File: src/design/pva_pkg.sv
// pva_pkg: shared types and constants of the voice allocator
// used by pva_voice_store, pva_scan_unit and poly_voice_allocator_unit
`timescale 1ns / 1ps
`default_nettype none

package pva_pkg;

	localparam int OP_W      = 2;
	localparam int KEY_W     = 7;
	localparam int VEL_W     = 7;
	localparam int IN_IDX_W  = 4;
	localparam int OUT_IDX_W = 4;
	localparam int MASK_W    = 16;

	localparam logic [OP_W-1:0] OP_NOTE_ON    = 2'd0;
	localparam logic [OP_W-1:0] OP_NOTE_OFF   = 2'd1;
	localparam logic [OP_W-1:0] OP_VOICE_IDLE = 2'd2;
	localparam logic [OP_W-1:0] OP_SILENCE    = 2'd3;

	// control of the voice store for one cycle
	typedef struct packed {
		logic rd_en;
		logic clr_all;
		logic clr_one;
		logic set_one;
		logic rank_we;
	} store_ctl_t;

	// control of the scan accumulators
	typedef struct packed {
		logic clear;
		logic acc_en;
	} scan_ctl_t;

endpackage

`default_nettype wire

File: src/design/pva_voice_store.sv
// pva_voice_store: per-voice busy flags, note memory and recency rank memory
// one registered read port walked by the sequencer; uses pva_pkg
`timescale 1ns / 1ps
`default_nettype none

module pva_voice_store #(
	parameter int POOL_SIZE = 16
) (
	input  wire logic                                 clk,
	input  wire logic                                 arst_n,
	input  wire pva_pkg::store_ctl_t                  ctl,
	input  wire logic [$clog2(POOL_SIZE)-1:0]         rd_addr,
	input  wire logic [$clog2(POOL_SIZE)-1:0]         clr_idx,
	input  wire logic [$clog2(POOL_SIZE)-1:0]         set_idx,
	input  wire logic [pva_pkg::KEY_W-1:0]            note_wdata,
	input  wire logic [$clog2(POOL_SIZE)-1:0]         rank_waddr,
	input  wire logic [$clog2(POOL_SIZE+1)-1:0]       rank_wdata,
	output logic                                      rd_valid_s1,
	output logic [$clog2(POOL_SIZE)-1:0]              rd_idx_s1,
	output logic                                      busy_s1,
	output logic [pva_pkg::KEY_W-1:0]                 note_s1,
	output logic [$clog2(POOL_SIZE+1)-1:0]            rank_s1
);

	localparam int RW    = $clog2(POOL_SIZE+1);

	logic [POOL_SIZE-1:0]      busy_q;
	logic [POOL_SIZE-1:0]      rank_vld_q;
	logic [pva_pkg::KEY_W-1:0] note_mem [POOL_SIZE];
	logic [RW-1:0]             rank_mem [POOL_SIZE];
	logic [RW-1:0]             rank_raw_s1;
	logic                      rank_vld_s1;

	always_ff @(posedge clk or negedge arst_n) begin
		if (!arst_n) begin
			busy_q      <= '0;
			rank_vld_q  <= '0;
			rd_valid_s1 <= 1'b0;
		end else begin
			rd_valid_s1 <= ctl.rd_en;
			if (ctl.clr_all) begin
				busy_q <= '0;
			end else if (ctl.clr_one) begin
				busy_q[clr_idx] <= 1'b0;
			end else if (ctl.set_one) begin
				busy_q[set_idx] <= 1'b1;
			end
			if (ctl.rank_we) begin
				rank_vld_q[rank_waddr] <= 1'b1;
			end
		end
	end

	always_ff @(posedge clk) begin
		if (ctl.set_one) begin
			note_mem[set_idx] <= note_wdata;
		end
		if (ctl.rank_we) begin
			rank_mem[rank_waddr] <= rank_wdata;
		end
		if (ctl.rd_en) begin
			rd_idx_s1   <= rd_addr;
			busy_s1     <= busy_q[rd_addr];
			note_s1     <= note_mem[rd_addr];
			rank_raw_s1 <= rank_mem[rd_addr];
			rank_vld_s1 <= rank_vld_q[rd_addr];
		end
	end

	// a rank never written reads as never assigned
	assign rank_s1 = rank_vld_s1 ? rank_raw_s1 : '0;

endmodule

`default_nettype wire

File: src/design/pva_scan_unit.sv
// pva_scan_unit: shared compare unit fed one voice per cycle
// finds the free or oldest voice, builds the release mask, computes rank updates; uses pva_pkg
`timescale 1ns / 1ps
`default_nettype none

module pva_scan_unit #(
	parameter int POOL_SIZE = 16
) (
	input  wire logic                                 clk,
	input  wire logic                                 arst_n,
	input  wire pva_pkg::scan_ctl_t                   ctl,
	input  wire logic [$clog2(POOL_SIZE)-1:0]         idx_s1,
	input  wire logic                                 busy_s1,
	input  wire logic [pva_pkg::KEY_W-1:0]            note_s1,
	input  wire logic [$clog2(POOL_SIZE+1)-1:0]       rank_s1,
	input  wire logic [pva_pkg::KEY_W-1:0]            key,
	output logic [$clog2(POOL_SIZE)-1:0]              pick_idx,
	output logic                                      stolen,
	output logic [pva_pkg::MASK_W-1:0]                release_mask,
	output logic                                      upd_we,
	output logic [$clog2(POOL_SIZE+1)-1:0]            upd_rank
);

	localparam int IDX_W = $clog2(POOL_SIZE);
	localparam int RW    = $clog2(POOL_SIZE+1);
	localparam int MW    = (IDX_W > 5) ? IDX_W : 5;

	logic                       found_free_q;
	logic [IDX_W-1:0]           free_idx_q;
	logic [RW-1:0]              free_rank_q;
	logic [IDX_W-1:0]           best_idx_q;
	logic [RW-1:0]              best_rank_q;
	logic [pva_pkg::MASK_W-1:0] mask_q;
	logic [pva_pkg::MASK_W-1:0] mask_hit;
	logic [RW-1:0]              old_rank;

	always_comb begin
		for (int b = 0; b < pva_pkg::MASK_W; b++) begin
			mask_hit[b] = busy_s1 && (note_s1 == key) && (MW'(idx_s1) == MW'(b));
		end
	end

	always_ff @(posedge clk or negedge arst_n) begin
		if (!arst_n) begin
			found_free_q <= 1'b0;
		end else if (ctl.clear) begin
			found_free_q <= 1'b0;
		end else if (ctl.acc_en && !busy_s1) begin
			found_free_q <= 1'b1;
		end
	end

	always_ff @(posedge clk) begin
		if (ctl.clear) begin
			mask_q <= '0;
		end else if (ctl.acc_en) begin
			mask_q <= mask_q | mask_hit;
			if (!busy_s1 && !found_free_q) begin
				free_idx_q  <= idx_s1;
				free_rank_q <= rank_s1;
			end
			// first voice seeds the minimum, strict less keeps the lowest index on ties
			if (idx_s1 == '0 || rank_s1 < best_rank_q) begin
				best_idx_q  <= idx_s1;
				best_rank_q <= rank_s1;
			end
		end
	end

	assign pick_idx     = found_free_q ? free_idx_q : best_idx_q;
	assign old_rank     = found_free_q ? free_rank_q : best_rank_q;
	assign stolen       = !found_free_q;
	assign release_mask = mask_q;

	// picked voice becomes newest, newer ones move down by one
	always_comb begin
		upd_we   = 1'b0;
		upd_rank = rank_s1;
		if (idx_s1 == pick_idx) begin
			upd_we   = 1'b1;
			upd_rank = RW'(POOL_SIZE);
		end else if (rank_s1 != '0 && rank_s1 > old_rank) begin
			upd_we   = 1'b1;
			upd_rank = rank_s1 - RW'(1);
		end
	end

endmodule

`default_nettype wire

File: src/design/poly_voice_allocator_unit.sv
// poly_voice_allocator_unit: top level, command sequencer and result registers
// instantiates pva_voice_store and pva_scan_unit; uses pva_pkg
// note on scans the pool, then walks it again to update ranks; note off scans once; idle and silence act on accept
// the scan reads one voice a cycle through the store's single read port, twice for note on
// busy stays high for the whole scan; one result strobe per accepted command
// reset clears busy flags, recency ranks and the sequencer; the receiver cannot stall
`timescale 1ns / 1ps
`default_nettype none

module poly_voice_allocator_unit #(
	parameter int POOL_SIZE = 16
) (
	input  wire logic                              clk,
	input  wire logic                              arst_n,
	input  wire logic                              start,
	input  wire logic [pva_pkg::OP_W-1:0]          op,
	input  wire logic [pva_pkg::KEY_W-1:0]         key,
	input  wire logic [pva_pkg::VEL_W-1:0]         velocity,
	input  wire logic [pva_pkg::IN_IDX_W-1:0]      idle_voice,
	output logic                                   busy,
	output logic                                   done,
	output logic                                   start_voice,
	output logic [pva_pkg::OUT_IDX_W-1:0]          voice_index,
	output logic                                   stolen,
	output logic [pva_pkg::KEY_W-1:0]              note_key,
	output logic [pva_pkg::VEL_W-1:0]              note_velocity,
	output logic [pva_pkg::MASK_W-1:0]             release_mask
);

	localparam int IDX_W = $clog2(POOL_SIZE);
	localparam int RW    = $clog2(POOL_SIZE+1);
	localparam int IW    = (IDX_W + 1 > 5) ? IDX_W + 1 : 5;

	typedef enum logic [2:0] {
		S_IDLE,
		S_SCAN,
		S_DRAIN,
		S_OFF_OUT,
		S_RANK,
		S_RDRAIN
	} state_t;

	state_t                     state_q;
	logic [IDX_W-1:0]           cnt_q;
	logic                       on_q;
	logic [pva_pkg::KEY_W-1:0]  key_q;
	logic [pva_pkg::VEL_W-1:0]  vel_q;

	logic                       accept;
	logic                       is_on;
	logic                       is_off;
	logic                       idle_ok;
	logic                       last_cnt;

	pva_pkg::store_ctl_t        st_ctl;
	pva_pkg::scan_ctl_t         sc_ctl;
	logic                       rd_valid_s1;
	logic [IDX_W-1:0]           rd_idx_s1;
	logic                       busy_s1;
	logic [pva_pkg::KEY_W-1:0]  note_s1;
	logic [RW-1:0]              rank_s1;
	logic [IDX_W-1:0]           pick_idx;
	logic                       scan_stolen;
	logic [pva_pkg::MASK_W-1:0] scan_mask;
	logic                       upd_we;
	logic [RW-1:0]              upd_rank;

	assign busy     = (state_q != S_IDLE);
	assign accept   = start && !busy;
	assign is_on    = (op == pva_pkg::OP_NOTE_ON) && (velocity != '0);
	assign is_off   = (op == pva_pkg::OP_NOTE_OFF) ||
	                  ((op == pva_pkg::OP_NOTE_ON) && (velocity == '0));
	assign idle_ok  = IW'(idle_voice) < IW'(POOL_SIZE);
	assign last_cnt = (cnt_q == IDX_W'(POOL_SIZE - 1));

	always_comb begin
		st_ctl.rd_en   = (state_q == S_SCAN) || (state_q == S_RANK);
		st_ctl.clr_all = accept && (op == pva_pkg::OP_SILENCE);
		st_ctl.clr_one = accept && (op == pva_pkg::OP_VOICE_IDLE) && idle_ok;
		st_ctl.set_one = (state_q == S_RDRAIN);
		st_ctl.rank_we = ((state_q == S_RANK) || (state_q == S_RDRAIN)) &&
		                 rd_valid_s1 && upd_we;
		sc_ctl.clear   = accept && (is_on || is_off);
		sc_ctl.acc_en  = ((state_q == S_SCAN) || (state_q == S_DRAIN)) && rd_valid_s1;
	end

	pva_voice_store #(
		.POOL_SIZE (POOL_SIZE)
	) u_store (
		.clk         (clk),
		.arst_n      (arst_n),
		.ctl         (st_ctl),
		.rd_addr     (cnt_q),
		.clr_idx     (IDX_W'(idle_voice)),
		.set_idx     (pick_idx),
		.note_wdata  (key_q),
		.rank_waddr  (rd_idx_s1),
		.rank_wdata  (upd_rank),
		.rd_valid_s1 (rd_valid_s1),
		.rd_idx_s1   (rd_idx_s1),
		.busy_s1     (busy_s1),
		.note_s1     (note_s1),
		.rank_s1     (rank_s1)
	);

	pva_scan_unit #(
		.POOL_SIZE (POOL_SIZE)
	) u_scan (
		.clk          (clk),
		.arst_n       (arst_n),
		.ctl          (sc_ctl),
		.idx_s1       (rd_idx_s1),
		.busy_s1      (busy_s1),
		.note_s1      (note_s1),
		.rank_s1      (rank_s1),
		.key          (key_q),
		.pick_idx     (pick_idx),
		.stolen       (scan_stolen),
		.release_mask (scan_mask),
		.upd_we       (upd_we),
		.upd_rank     (upd_rank)
	);

	always_ff @(posedge clk or negedge arst_n) begin
		if (!arst_n) begin
			state_q       <= S_IDLE;
			cnt_q         <= '0;
			on_q          <= 1'b0;
			key_q         <= '0;
			vel_q         <= '0;
			done          <= 1'b0;
			start_voice   <= 1'b0;
			voice_index   <= '0;
			stolen        <= 1'b0;
			note_key      <= '0;
			note_velocity <= '0;
			release_mask  <= '0;
		end else begin
			done <= 1'b0;
			unique case (state_q)
				S_IDLE: begin
					if (accept) begin
						on_q  <= is_on;
						key_q <= key;
						vel_q <= velocity;
						cnt_q <= '0;
						if (is_on || is_off) begin
							state_q <= S_SCAN;
						end else begin
							// idle and silence act at once and report all zero
							done          <= 1'b1;
							start_voice   <= 1'b0;
							voice_index   <= '0;
							stolen        <= 1'b0;
							note_key      <= '0;
							note_velocity <= '0;
							release_mask  <= '0;
						end
					end
				end
				S_SCAN: begin
					cnt_q <= cnt_q + IDX_W'(1);
					if (last_cnt) begin
						state_q <= S_DRAIN;
					end
				end
				S_DRAIN: begin
					cnt_q   <= '0;
					state_q <= on_q ? S_RANK : S_OFF_OUT;
				end
				S_OFF_OUT: begin
					done          <= 1'b1;
					start_voice   <= 1'b0;
					voice_index   <= '0;
					stolen        <= 1'b0;
					note_key      <= '0;
					note_velocity <= '0;
					release_mask  <= scan_mask;
					state_q       <= S_IDLE;
				end
				S_RANK: begin
					cnt_q <= cnt_q + IDX_W'(1);
					if (last_cnt) begin
						state_q <= S_RDRAIN;
					end
				end
				S_RDRAIN: begin
					done          <= 1'b1;
					start_voice   <= 1'b1;
					voice_index   <= pva_pkg::OUT_IDX_W'(pick_idx);
					stolen        <= scan_stolen;
					note_key      <= key_q;
					note_velocity <= vel_q;
					release_mask  <= '0;
					state_q       <= S_IDLE;
				end
				default: begin
					state_q <= S_IDLE;
				end
			endcase
		end
	end

endmodule

`default_nettype wire

File: config.mk
export PLATFORM = sky130hd
export DESIGN_NAME = poly_voice_allocator_unit
export DESIGN_NICKNAME = d
export VERILOG_FILES = /design/src/design/pva_pkg.sv /design/src/design/pva_voice_store.sv /design/src/design/pva_scan_unit.sv /design/src/design/poly_voice_allocator_unit.sv
export SDC_FILE = /design/constraint.sdc
export NUM_CORES = 1
export LEC_CHECK = 0
export ABC_AREA = 1
export BUFFER_PORTS_ARGS = -buffer_cell sky130_fd_sc_hd__buf_2
export CORE_MARGIN = 1.5
export CORE_UTILIZATION = 25
export CTS_BUF_LIST = sky130_fd_sc_hd__clkbuf_8 sky130_fd_sc_hd__clkbuf_16
export CTS_CLUSTER_DIAMETER = 50
export DETAILED_ROUTE_END_ITERATION = 6
export SLEW_MARGIN = 10
export SYNTH_ARGS = -nofsm -noshare
export SYNTH_HDL_FRONTEND = slang
export SYNTH_HIERARCHICAL = 1
export SYNTH_SLANG_ARGS = --single-unit
File: constraint.sdc
create_clock -name clk -period 2.75 [get_ports clk]
set_clock_uncertainty 0.05 [all_clocks]
set_input_delay 0.275 -clock clk [delete_from_list [all_inputs] [get_ports clk]]
set_output_delay 0.275 -clock clk [all_outputs]
set_load 0.05 [all_outputs]
## Word-level counts from Yosys, hierarchy flattened

Memory sizes are Yosys's and may differ from the RTL's. A register that Yosys moved wholly into a read port is not among the register bits.
Index checks and enable logic that the tools add are counted.

- Register bits after elaboration: 133
- Memory bits (writable): 192
- Bits of input ports: 23
- Output and inout bits: 38
- Word-level logic and storage cells: 185
- Memories: 2

- Add/subtract/negate cells: 2
- $lt $le $gt $ge: 9
- Eq/ne operators: 31
- Multiplexer cells: 51
- Bitwise gates (word level): 6
- Reduce and logical (&&, ||, !) cells: 60

Memory list:

| name | words | bits a word | rd ports | clocked after memory_dff | wr ports | line | source |
|---|---|---|---|---|---|---|---|
| u_store.note_mem | 16 | 7 | 1 | 1 | 1 | pva_voice_store.sv:29 | `logic [pva_pkg::KEY_W-1:0] note_mem [POOL_SIZE];` |
| u_store.rank_mem | 16 | 5 | 1 | 1 | 1 | pva_voice_store.sv:30 | `logic [RW-1:0] rank_mem [POOL_SIZE];` |

Operators with widths:

| kind | count |
|---|---|
| $mux 16 | 5 |
| $or 16x16->16 | 3 |
| $pmux 16 s3 | 1 |
| $pmux 7 s3 | 2 |
| $eq 4x4->1 const B | 9 |
| $logic_and 1x1->1 | 32 |
| $pmux 4 s3 | 2 |
| $lt 4x5->1 const B | 4 |
| $mux 5 | 4 |
| $mux 1 | 17 |
| $and 16x16->16 | 1 |
| $eq 4x3->1 const B | 4 |
| $mux 4 | 4 |
| $not 16->16 | 1 |
| $mux 3 | 5 |
| $mux 7 | 2 |
| $demux 1 s4 | 3 |
| $ge 4x1->1 const B | 3 |
| $pmux 3 s4 | 1 |
| $reduce_bool 3->1 | 4 |
| $ne 2x2->1 const B | 5 |
| $reduce_and 3->1 | 3 |
| $bmux 1 s4 | 2 |
| $eq 4x2->1 const B | 2 |
| other kinds (27) | 40 |

## Depth between registers and ports, before layout

- Word-level depth: 9
- Gate-level depth with buffers: 15
- Gate-level depth less buffers: 14

## Hierarchy

The synthesis kept the hierarchy.

By module, submodules not included:

| module | instances | cells an instance | area an instance (um2) | seq. area each (um2) |
|---|---|---|---|---|
| pva_voice_store | 1 | 1105 | 10789.1 | 7131.8 |
| poly_voice_allocator_unit | 1 | 295 | 2591.2 | 1476.4 |
| pva_scan_unit | 1 | 267 | 2129.5 | 885.8 |

## Worst setup path after synthesis

Ideal clock, no wire load.

- Path type: register to register
- Start point: register u_scan.found_free_q
- End point: memory u_store/rank_mem[0][0] (netlist bit) (enable)
- Library setup time: 0.340 ns
- Arrival: 2.590 ns
- Data required time: 2.360 ns
- Setup slack: -0.229 ns
- Stages on the path, launching flop included: 15
- Clock period less this slack: 2.979 ns
- Path through: dfrtp_1 -> inv_2 -> clkbuf_1 -> o21ai_0 -> ha_1 -> nand2_1 -> nor2_1 -> nand2_1 -> nand3_2 -> nand3_1 -> nand2_1 -> nand2_1 -> nor3_1 -> nand3_1 -> nor2_1

RTL lines:

| element | line | source |
|---|---|---|
| start: declaration | pva_scan_unit.sv:28 | `logic found_free_q;` |
| start signal: assignment | pva_scan_unit.sv:45 | `found_free_q <= 1'b0;` |
| start signal: assignment | pva_scan_unit.sv:47 | `found_free_q <= 1'b0;` |
| start signal: assignment | pva_scan_unit.sv:49 | `found_free_q <= 1'b1;` |
| end: declaration | pva_voice_store.sv:30 |  |

==> flow_summary.json <==
{
  "avgSynthCellArea_um2": 9.304,
  "drv_cap": 0,
  "multi_input_area_um2": 4817,
  "final_util_pct": 30.13,
  "num_rows": 91,
  "leakage_uw": 0.008334,
  "nFillCells": 6370,
  "cts_made_buffers": 39,
  "overflow": 0,
  "synth_seq_cells": 337,
  "layout_setup_ws_ns": -0.04227,
  "dr.pass1.iters": 5,
  "finalSetupViolations": 50,
  "ioPinCount": 61,
  "slew_violations": 0,
  "post-route-period-util_pct": 101.5,
  "drt-initial-drc-count": 873,
  "place_ws_ns": 0.01067,
  "cellPowerDensity_nw_per_um2": 1074,
  "viasPerCell": 4.396,
  "status": "finished with violations",
  "ir_drop_mv": 0.6114,
  "core-area_um2": 61480,
  "final_cell_mix": "545 x nand2_1, 252 x inv_1, 228 x edfxtp_1",
  "worst_slew_pin_slew_ns": 0.7756,
  "grt_max_degree": 118,
  "yosysSeqAreaShare_pct": 61.21,
  "cp_slowest_cell": "dfrtp_1",
  "track_usage_pct": 11.74,
  "fmax_ghz": 0.3581,
  "cp_cell_sequence": "clkinvlp_4 > buf_4 > buf_4 > nand2_1 > nand2_1 > ha_1 > nand2_2 > nand3_2 > nand2_2 > nand2_2 > nor3_4 > buf_12 > nand3_4 > nor2_4",
  "grt_first_pass_wirelength_um": 59820,
  "synth_cells": 1667,
  "violations": "negative setup slack",
  "endpoint_kind": "flip-flop",
  "ys_types": 39,
  "grtUsageMet1_pct": 15.48,
  "synth_area_um2": 15510,
  "rsz0062_at_grt": "yes",
  "top_usage_layer": "met2",
  "period_needed_ns": 2.792,
  "yosysTopAreaCell": "edfxtp_1",
  "antenna_found_initial": 0,
  "die_area_um2": 63540,
  "worst-setup-path-type": "reg2reg",
  "cp_max_fo": 8,
  "diodes": 0,
  "critPathRequiredTime_ns": 2.90,
  "cts.path.max_buffers": 3,
  "fin_nets": 1823,
  "drive_above_1_share_pct": 14.89,
  "grt_util_met3_pct": 1.826,
  "critical_path_buf_inv_count": 4,
  "synth_mux_area_share_pct": 0,
  "clock-sinks": 337,
  "start_util_pct": 25.23,
  "synth_compound_area_share_pct": 2.533,
  "cp_data_arrival_time_ns": 2.95,
  "synthXorXnorAreaFrac_pct": 0.3308,
  "final_common_cell": "nand2_1",
  "grt_pass1_vias": 11100,
  "drc": 0,
  "synthSimpleGateAreaFrac_pct": 25.98,
  "io_buffers": 60,
  "syn-num-nets": 1701,
  "hp-class": "in2reg",
  "slew_headroom_pct": 48.29,
  "wl_um": 37660,
  "ys_warn_count": 6,
  "vias": 11470,
  "synth_top_family_by_area": "simple AND/OR/NAND/NOR gates",
  "dpl.hpwl_um": 25000,
  "synth_top_area_share_pct": 44.14,
  "grt_use_met2_pct": 19.43,
  "finalHoldViolCount": 0,
  "synthToLayoutAreaGrowth_pct": 19.46,
  "synth_area_leaders": "edfxtp_1 44%, dfrtp_1 15%, nand2_1 13%",
  "holdWs_ns": 0.03818,
  "place_congestion": 0.8170,
  "chipHeight_um": 252.1,
  "cp_common_cell": "nand2_2",
  "post_drt_wl_per_cell_um": 14.43,
  "clk_pin_slew_ns": 0.06,
  "clockRootBuffer": "clkbuf_16",
  "clock_latency_ns": 0.53,
  "start_kind": "flip-flop",
  "cts_tree": "yes",
  "crit_family": "simple AND/OR/NAND/NOR gates",
  "regArea_um2": 9499,
  "ant_nets": 0,
  "h-tree-depth": 2,
  "chipWidth_um": 252.1,
  "synthAdderAreaFrac_pct": 0.8874,
  "max_stage_delay_ns": 0.43
}
==> worst register-to-register path, cell delays in order (launching register included) <==
cell,delay [ns]
dfrtp_1,0.43
clkinvlp_4,0.16
buf_4,0.15
buf_4,0.15
nand2_1,0.06
nand2_1,0.05
ha_1,0.28
nand2_2,0.08
nand3_2,0.09
nand2_2,0.07
nand2_2,0.07
nor3_4,0.29
buf_12,0.17
nand3_4,0.17
nor2_4,0.23
==> stage by stage <==
step | power [uW] | std cells | area [um2] | setup TNS, ns
after floorplan | 12450 | 1667 | 15580 | 0
after global placement | 14860 | 2517 | 16960 | 0
after detailed placement | 14970 | 2517 | 16960 | 0
after CTS | 19860 | 2605 | 18350 | -0.4857
after global routing | 21080 | 2610 | 18530 | -11.05
final | 19900 | 2610 | 18530 | -0.9132
==> final timing paths <==
path                       slack [ns]                           endpoint                                 from  depth (start not counted)
setup / recovery                -0.04  u_store/rank_mem[11][3]$_DFFE_PP_      u_scan/found_free_q$_DFFE_PN0P_                         14
hold / removal                   0.04                   on_q$_DFFE_PN0P_                                op[1]                          4
setup reg to reg                -0.04  u_store/rank_mem[11][3]$_DFFE_PP_      u_scan/found_free_q$_DFFE_PN0P_                         14
hold reg to reg                  0.40        release_mask[9]$_DFFE_PN0P_  u_scan/release_mask[9]$_SDFFE_PP0P_                          2
max in group asynchronous        1.56      u_store/busy_q[5]$_DFFE_PN0P_                               arst_n                          3
min in group asynchronous        0.31        release_mask[9]$_DFFE_PN0P_                               arst_n                          2
==> logic make-up after synthesis <==
kind of cell | Yosys count
AND/OR/NAND/NOR | 930
buffers and inverters | 318
XOR/XNOR | 5
adder cells (fa/ha/maj) | 11
flip-flops | 337
AO/OA/AOI/OAI | 66
==> cell usage after synthesis <==
| cell type | number |
|---|---|
| xnor2_2 | 1 |
| nand3b_1 | 1 |
| buf_1 | 4 |
| o2111ai_1 | 1 |
| nand4_1 | 7 |
| or2_2 | 2 |
| nand3_1 | 226 |
| o211ai_1 | 3 |
| o21ai_1 | 1 |
| buf_12 | 1 |
| inv_1 | 244 |
| nand2_4 | 1 |
| ha_1 | 11 |
| dfxtp_1 | 16 |
| nand3_2 | 19 |
| xnor2_1 | 3 |
| a21oi_4 | 1 |
| a21oi_1 | 28 |
| o21ai_0 | 21 |
| inv_4 | 2 |
| inv_2 | 8 |
| buf_8 | 1 |
| nor2_8 | 1 |
| nand2_2 | 2 |
| edfxtp_1 | 228 |
| clkbuf_1 | 10 |
| nor3_1 | 32 |
| buf_6 | 16 |
| nand2_1 | 550 |
| buf_2 | 25 |
| nand4_2 | 2 |
| nor2_1 | 83 |
| buf_4 | 7 |
| a21oi_2 | 10 |
| o21bai_1 | 1 |
| nor2_2 | 1 |
| xor2_1 | 1 |
| nor2_4 | 3 |
| dfrtp_1 | 93 |
==> layout make-up <==
type / count / share of cell area, %
Tap cell: 790 / 5.335
Sequential cell: 337 / 51.27
Timing Repair Buffer: 144 / 5.612
Inverter: 254 / 5.173
Multi-Input combinational cell: 1012 / 26.00
Timing Repair inverter: 1 / 0.04052
Clock buffer: 42 / 5.551
Clock inverter: 30 / 1.020
==> registers in the layout, indices dropped and copies added (netlist names), 3 cells and up <==
register	count
cnt_q	4
key_q	7
note_key	7
note_velocity	7
release_mask	16
state_q	3
u_scan/best_idx_q	4
u_scan/best_rank_q	5
u_scan/free_idx_q	4
u_scan/free_rank_q	5
u_scan/release_mask	16
u_store/busy_q	16
u_store/note_mem	112
u_store/note_s1	7
u_store/rank_mem	80
u_store/rank_raw_s1	5
u_store/rank_vld_q	16
u_store/rd_idx_s1	4
vel_q	7
voice_index	4
==> power by group <==
part	internal, uW	switching, uW	total, uW
combinational	2070	5510	7580
clock	2810	2040	4850
sequential	6930	538	7470
total	11800	8090	19900
==> what timing repair did <==
action | in CTS | in global routing
setup buffers | 0 | 4
cloned | 0 | 1
resized for setup | 1 | 33
hold buffers | 16 | 0
pin swaps | 0 | 14
endpoints found under the setup margin | 21 | 84
endpoints found under the hold margin | 62 | 0
==> layer usage <==
| layer | wire length [um] | up-vias | part of all wire [%] |
|---|---|---|---|
| met4 | 1125 | 0 | 3.0 |
| met1 | 16770 | 5480 | 45 |
| met2 | 17900 | 322 | 48 |
| met3 | 1861 | 71 | 4.9 |
| li1 | - | 5601 | - |
| met5 | 0 | - | 0 |
(Power assumes the default switching activity.)
